File: src/rtl/slcb_pkg.sv
`timescale 1ns / 1ps
package slcb_pkg;

  localparam int SHARDS_DEF = 4;
  localparam int ENTRIES_DEF = 16;

  localparam int CMD_W = 3;
  localparam int KEY_W = 32;
  localparam int VAL_W = 32;
  localparam int COST_W = 16;
  localparam int STATUS_W = 3;
  localparam int EVICT_W = 5;
  localparam int TOT_E_W = 7;
  localparam int BYTES_W = 34;
  localparam int BUDGET_W = 32;
  localparam int SCNT_W = 3;
  localparam int CFG_ADDR_W = 1;

  localparam logic [CMD_W-1:0] CMD_GET      = 3'd0;
  localparam logic [CMD_W-1:0] CMD_PUT      = 3'd1;
  localparam logic [CMD_W-1:0] CMD_DELETE   = 3'd2;
  localparam logic [CMD_W-1:0] CMD_CONTAINS = 3'd3;
  localparam logic [CMD_W-1:0] CMD_CLEAR    = 3'd4;

  localparam logic [STATUS_W-1:0] ST_MISS     = 3'd0;
  localparam logic [STATUS_W-1:0] ST_HIT      = 3'd1;
  localparam logic [STATUS_W-1:0] ST_INSERTED = 3'd2;
  localparam logic [STATUS_W-1:0] ST_UPDATED  = 3'd3;
  localparam logic [STATUS_W-1:0] ST_DROPPED  = 3'd4;
  localparam logic [STATUS_W-1:0] ST_DONE     = 3'd5;

  localparam logic [CFG_ADDR_W-1:0] CFG_BUDGET = 1'd0;
  localparam logic [CFG_ADDR_W-1:0] CFG_SHARDS = 1'd1;

  localparam logic [BUDGET_W-1:0] BUDGET_RST = 32'd16777216;
  localparam logic [SCNT_W-1:0] SCNT_RST = 3'd4;

  typedef enum logic [3:0] {
    OP_NONE, OP_LOAD, OP_DIV, OP_SRCH, OP_RDHIT, OP_RDTAIL, OP_GETV, OP_UPD,
    OP_DET, OP_DROP, OP_ATT1, OP_ATT2, OP_INS, OP_FULL, OP_CLR, OP_OUT
  } dp_op_t;

  typedef enum logic [4:0] {
    S_IDLE, S_DIV, S_SRCH, S_RDHIT, S_GETV, S_UPD, S_DET, S_ATT1, S_ATT2,
    S_DROP, S_EVCHK, S_RDTAIL, S_INS, S_FULL, S_CLR, S_FIN
  } ctl_state_t;

  typedef struct packed {
    dp_op_t op;
    logic   ready;
  } dp_cmd_t;

  typedef struct packed {
    logic             req_valid;
    logic             out_busy;
    logic             div_done;
    logic             srch_end;
    logic             hit;
    logic             need_evict;
    logic             ff_empty;
    logic [CMD_W-1:0] cmd;
  } dp_stat_t;

endpackage

File: src/rtl/slcb_ctrl.sv
`timescale 1ns / 1ps
module slcb_ctrl (
  input  logic               clk,
  input  logic               rst,
  input  slcb_pkg::dp_stat_t stat,
  output slcb_pkg::dp_cmd_t  ctl
);
  import slcb_pkg::*;

  ctl_state_t state, state_next;

  always_ff @(posedge clk) begin
    if (rst) begin
      state <= S_IDLE;
    end else begin
      state <= state_next;
    end
  end

  always_comb begin
    state_next = state;
    ctl.op = OP_NONE;
    ctl.ready = 1'b0;
    unique case (state)
      S_IDLE: begin
        ctl.ready = 1'b1;
        ctl.op = OP_LOAD;
        if (stat.req_valid) state_next = S_DIV;
      end
      S_DIV: begin
        ctl.op = OP_DIV;
        if (stat.div_done) begin
          ctl.op = OP_NONE;
          if (stat.cmd == CMD_CLEAR) state_next = S_CLR;
          else if (stat.cmd == CMD_GET || stat.cmd == CMD_PUT ||
                   stat.cmd == CMD_DELETE || stat.cmd == CMD_CONTAINS)
            state_next = S_SRCH;
          else state_next = S_FIN;
        end
      end
      S_SRCH: begin
        if (!stat.srch_end) begin
          ctl.op = OP_SRCH;
        end else if (stat.hit) begin
          state_next = (stat.cmd == CMD_CONTAINS) ? S_FIN : S_RDHIT;
        end else begin
          state_next = (stat.cmd == CMD_PUT) ? S_EVCHK : S_FIN;
        end
      end
      S_RDHIT: begin
        ctl.op = OP_RDHIT;
        if (stat.cmd == CMD_GET) state_next = S_GETV;
        else if (stat.cmd == CMD_PUT) state_next = S_UPD;
        else state_next = S_DROP;
      end
      S_GETV: begin
        ctl.op = OP_GETV;
        state_next = S_DET;
      end
      S_UPD: begin
        ctl.op = OP_UPD;
        state_next = S_DET;
      end
      S_DET: begin
        ctl.op = OP_DET;
        state_next = S_ATT1;
      end
      S_ATT1: begin
        ctl.op = OP_ATT1;
        state_next = S_ATT2;
      end
      S_ATT2: begin
        ctl.op = OP_ATT2;
        state_next = S_FIN;
      end
      S_DROP: begin
        ctl.op = OP_DROP;
        state_next = (stat.cmd == CMD_DELETE) ? S_FIN : S_EVCHK;
      end
      S_EVCHK: begin
        if (stat.need_evict) state_next = S_RDTAIL;
        else if (stat.ff_empty) state_next = S_FULL;
        else state_next = S_INS;
      end
      S_RDTAIL: begin
        ctl.op = OP_RDTAIL;
        state_next = S_DROP;
      end
      S_INS: begin
        ctl.op = OP_INS;
        state_next = S_ATT1;
      end
      S_FULL: begin
        ctl.op = OP_FULL;
        state_next = S_FIN;
      end
      S_CLR: begin
        ctl.op = OP_CLR;
        state_next = S_FIN;
      end
      S_FIN: begin
        if (!stat.out_busy) begin
          ctl.op = OP_OUT;
          state_next = S_IDLE;
        end
      end
      default: state_next = S_IDLE;
    endcase
  end
endmodule

File: config.mk
export PLATFORM = sky130hd
export DESIGN_NAME = slcb_ctrl
export DESIGN_NICKNAME = d
export VERILOG_FILES = /design/src/rtl/slcb_pkg.sv /design/src/rtl/slcb_ctrl.sv
export SDC_FILE = /design/constraint.sdc
export NUM_CORES = 1
export LEC_CHECK = 0
export BUFFER_PORTS_ARGS = -buffer_cell sky130_fd_sc_hd__buf_4
export CELL_PAD_IN_SITES_DETAIL_PLACEMENT = 1
export CELL_PAD_IN_SITES_GLOBAL_PLACEMENT = 1
export CORE_MARGIN = 1
export CORE_UTILIZATION = 33
export CTS_BUF_LIST = sky130_fd_sc_hd__clkbuf_8
export DETAILED_ROUTE_END_ITERATION = 10
export PLACE_DENSITY = 0.86
export SYNTH_ARGS = -nofsm -noshare
export SYNTH_HDL_FRONTEND = slang
export SYNTH_SLANG_ARGS = --single-unit
export TNS_END_PERCENT = 30
File: constraint.sdc
create_clock -name clk -period 1.4 [get_ports clk]
set_input_delay 0.14 -clock clk [delete_from_list [all_inputs] [get_ports clk]]
set_output_delay 0.14 -clock clk [all_outputs]
set_load 0.01 [all_outputs]
==> results.md <==
- The run finished, with violations left.
- The final reports fail on setup timing.
- The first detailed-routing pass ran for 4 iterations.
- The net count of the finished layout is 144.
- The final critical-path share of the clock period is 111.2%.
- Timing analysis after detailed placement gives a worst setup slack of -0.1290 ns.
- Once the floorplan was initialized, standard cells occupied approximately 36% of the core.
- In this run the cell area of the synthesized design comes to between 600 and 700 µm².
- The x dimension of the die is between 40 and 50 µm.
- Counting I/O delays and the setup requirement, the final critical path takes roughly 1.6 ns.
- In the routed design, unresolved DRC markers number 0.
- In the final layout, the registers with the most flip-flops are state x4.
- The clock passes through at most 2 buffers.
- The highest ir drop seen on vdd is between 1.5 and 2 mV.
- The number of global-route vias before repair was between 900 and 1k.
- The fmax is between 0.6 and 0.7 GHz.
- The initial antenna violation count came to 0.
- The number of buffers added by the clock tree synthesis step is 3.
- The distinct cell type count of the synthesized netlist is 40.
- After detailed routing, the average wire length per cell comes to 26.39 µm.
- The final hold violation count was 0.
- The leading cell type in the layout, fill and taps excluded is sky130_fd_sc_hd__buf_4.
- The utilization after layout is a little under 70%.
- Ranked by total cell area, the synthesized netlist is headed by sky130_fd_sc_hd__dfxtp_1 13%, sky130_fd_sc_hd__buf_2 7.1%, sky130_fd_sc_hd__a21oi_1 6.3%.
- The critical path arrival is ~1.7 ns.
- For this run the aggregate overflow at the end of global routing stands at 0.
- The required time at the worst-slack endpoint is approximately 1.5 ns.
- The share of Yosys cell area claimed by the top area cell type is about an eighth.
- The number of pins exceeding their max-slew limit in the final report is 0.
- The cell internal power dissipation is approximately 1500 µW.
- Averaged over all synthesized cells, the footprint is between 7 and 8 µm².
- The filler cells instantiated in the layout total between 200 and 250.
- After detailed placement, the total cell area comes to ~850 µm².
- Setup repair after global routing could not meet its margin everywhere.
- The post-DP HPWL is 1626 µm.
- The number of endpoints failing setup at the final stage is 8.
- For the worst-skew pair, the clock arrives at the later sink with an insertion delay of 0.23 ns.
- The detailed router's first-iteration violation count is 35.
- The largest net degree at the start of global routing is 13.
- The area growth from synthesis to final layout is 93.06%.
- The top cell types in the final layout, fill and taps aside, are 35 x sky130_fd_sc_hd__buf_4, 7 x sky130_fd_sc_hd__buf_6, 5 x sky130_fd_sc_hd__a21oi_1.
- The leakage power total is a little under 0.0005 µW.
- After routing, the total negative slack on setup checks comes to -0.8561 ns.
- The die area is ~2100 µm².
- The number of nets in the synthesized netlist is 102.
- The combinational share of power is around four fifths.
- The final weighted congestion of routability-driven global placement is 0.8342.
- The repair_antennas step left the layout with diodes totalling 0.
- The port buffer count is 16.
- The flip-flop count of the largest register after layout is 4.
- The class of the tightest hold or removal check is in -> reg.
- Of the total power, registers draw between 10% and 20%.
- The number of levels the H-tree was split into is 1.
- Across the run, the number of max-cap violations was 0.
- Between clock sinks in the finished design, the worst skew comes to approximately 0.001 ns.
- Counting every sink on the clock net gives 4.
- The die is around 46 µm tall.
- The region available for standard cell placement spans 1764 µm².
- The Yosys step of the flow raised 0 warnings.
- Counting flops and latches in the post-synthesis netlist gives 4.
- The analysis attributes to net switching a power of roughly 1300 µW.
- The proportion of synthesized chip area in sequential cells is roughly 13%.
- The top register by number of flip-flops is state.
- In this run the power density over the cells is around 2300 nW/µm².
- The number of vias per cell after detailed routing is approximately 6.7.
- The detail route stage leaves a number of antenna-violating nets equal to 0.
- Net switching is ~47% of the power.
- The fraction of power consumed by the clock network is under 10%.
- The CTS tree is yes.
- The critical path is of the reg -> reg type.
- Counting every instance in the synthesized netlist gives 90.
- In the post-route analysis, the smallest setup slack over all paths is -0.1568 ns.
- The total number of placement rows is 15.
- The final cell area excluding filler cells is ~1200 µm².
- The tree is rooted in a sky130_fd_sc_hd__clkbuf_8.
- The clock slew seen by the registers of the worst setup and hold paths is 0.04 ns.
- The element type at the critical path start is a flip-flop.
- Of all nets on the critical path, the largest fanout is 6.
- The worst setup path is captured at a flip-flop.
- The max-slew headroom at the worst pin is approximately 73%.
- The first global-routing pass estimated 5002 µm of wire.
- The boundary pin count is 17.
- The overall fraction of global-route tracks in use is a little over a third.
- The vias after detailed routing is roughly 1.0k.
- At the pin with the least slew margin, the transition time is between 0.3 and 0.4 ns.
- The fraction of layout instances using a drive strength above 1 is about three fifths.
- The total wire length is 4090 µm.
- The cell type with the highest aggregate area in the netlist is sky130_fd_sc_hd__dfxtp_1.
## cells in the mapped netlist
| library cell | count |
|---|---|
| sky130_fd_sc_hd__a22oi_1 | 1 |
| sky130_fd_sc_hd__inv_1 | 3 |
| sky130_fd_sc_hd__or4bb_1 | 1 |
| sky130_fd_sc_hd__a221oi_2 | 1 |
| sky130_fd_sc_hd__o22ai_1 | 3 |
| sky130_fd_sc_hd__a21oi_1 | 8 |
| sky130_fd_sc_hd__nor2_1 | 7 |
| sky130_fd_sc_hd__nor3b_1 | 3 |
| sky130_fd_sc_hd__nor4bb_1 | 2 |
| sky130_fd_sc_hd__buf_2 | 9 |
| sky130_fd_sc_hd__o31a_1 | 1 |
| sky130_fd_sc_hd__or4_4 | 1 |
| sky130_fd_sc_hd__a21oi_2 | 1 |
| sky130_fd_sc_hd__nor4b_1 | 1 |
| sky130_fd_sc_hd__nor4_1 | 1 |
| sky130_fd_sc_hd__o21ai_1 | 1 |
| sky130_fd_sc_hd__nor2b_1 | 3 |
| sky130_fd_sc_hd__a2bb2oi_1 | 1 |
| sky130_fd_sc_hd__nand2b_1 | 1 |
| sky130_fd_sc_hd__a21bo_1 | 1 |
| sky130_fd_sc_hd__o21ai_0 | 5 |
| sky130_fd_sc_hd__nand4_1 | 1 |
| sky130_fd_sc_hd__and3_1 | 2 |
| sky130_fd_sc_hd__dfxtp_1 | 4 |
| sky130_fd_sc_hd__a31oi_1 | 4 |
| sky130_fd_sc_hd__or2b_1 | 1 |
| sky130_fd_sc_hd__a211oi_2 | 1 |
| sky130_fd_sc_hd__and2b_1 | 1 |
| sky130_fd_sc_hd__o21a_1 | 3 |
| sky130_fd_sc_hd__o31ai_1 | 3 |
| sky130_fd_sc_hd__a311oi_1 | 1 |
| sky130_fd_sc_hd__nand4b_1 | 1 |
| sky130_fd_sc_hd__o311ai_1 | 1 |
| sky130_fd_sc_hd__nand3_1 | 3 |
| sky130_fd_sc_hd__nand3b_1 | 1 |
| sky130_fd_sc_hd__or3b_1 | 1 |
| sky130_fd_sc_hd__nand2_1 | 3 |
| sky130_fd_sc_hd__o2111a_1 | 1 |
| sky130_fd_sc_hd__nor3_1 | 2 |
| sky130_fd_sc_hd__a221oi_1 | 1 |
## path summary, 6_finish.rpt
kind | cells past startpoint | slack (ns) | endpoint | startpoint
max | 5 | -0.16 | state[0] | state[0]
min | 2 | 0.11 | state[1] | rst
max reg2reg | 5 | -0.16 | state[0] | state[0]
min reg2reg | 3 | 0.83 | state[2] | state[2]
## cell type report
class | count | area (µm²) | share of cell area [%]
clock buffers | 3 | 41.29 | 3.392
inverters | 3 | 15.01 | 1.233
multi-input cells | 74 | 618.1 | 50.77
flip-flops and latches | 4 | 95.09 | 7.811
well taps | 25 | 31.28 | 2.569
repair buffers | 46 | 416.7 | 34.22
## per-stage QoR
step / hold WS (ns) / cells / total power, µW
final: 0.1073 / 155 / 2860
after global routing: 0.1094 / 155 / 2945
after CTS: 0.09722 / 151 / 2346
after detailed placement: 0.3396 / 137 / 1638
after global placement: 0.3382 / 137 / 1589
after floorplan: 0.2046 / 90 / 1061
## repair_timing
action / 4_1_cts / 5_1_grt
gates cloned: 0 / 1
endpoints found under the hold margin: 0 / 0
hold buffers: 0 / 0
setup endpoints to repair: 9 / 9
pin swaps: 8 / 4
gates resized for setup: 29 / 19
setup buffers: 11 / 3
## power by group through the flow
| stage | combinational, µW | clock [µW] | sequential (µW) |
|---|---|---|---|
| 2_1_floorplan | 859 | 0 | 202 |
| 3_5_place_dp | 1390 | 0 | 252 |
| 3_3_place_gp | 1340 | 0 | 245 |
| 6_report | 2290 | 271 | 304 |
| 4_1_cts | 1800 | 261 | 284 |
| 5_1_grt | 2360 | 273 | 311 |
## logic make-up (layout without fill, tap and decap cells)
kind of cell / after synthesis / after routing / synth area share [%]
AO/OA/AOI/OAI: 38 / 38 / 42.46
buffers and inverters: 12 / 52 / 8.928
flip-flops: 4 / 4 / 12.70
AND/OR/NAND/NOR: 36 / 36 / 35.92
## worst max-delay path: stages (launching register included)
cell and delay (ns):
sky130_fd_sc_hd__dfxtp_4 0.36, sky130_fd_sc_hd__buf_6 0.14, sky130_fd_sc_hd__and3_1 0.21, sky130_fd_sc_hd__a22oi_1 0.36, sky130_fd_sc_hd__a21oi_1 0.16, sky130_fd_sc_hd__a211oi_2 0.23
## metal layers
layer	vias up	part of all wire (%)	track usage [%]
li1	431	-	-
met1	510	38	40.90
met2	66	48	56.00
met3	28	7.6	10.71
met4	0	6.0	24.12
met5	-	0	0
No activity file was read; power rests on OpenSTA's default activity.
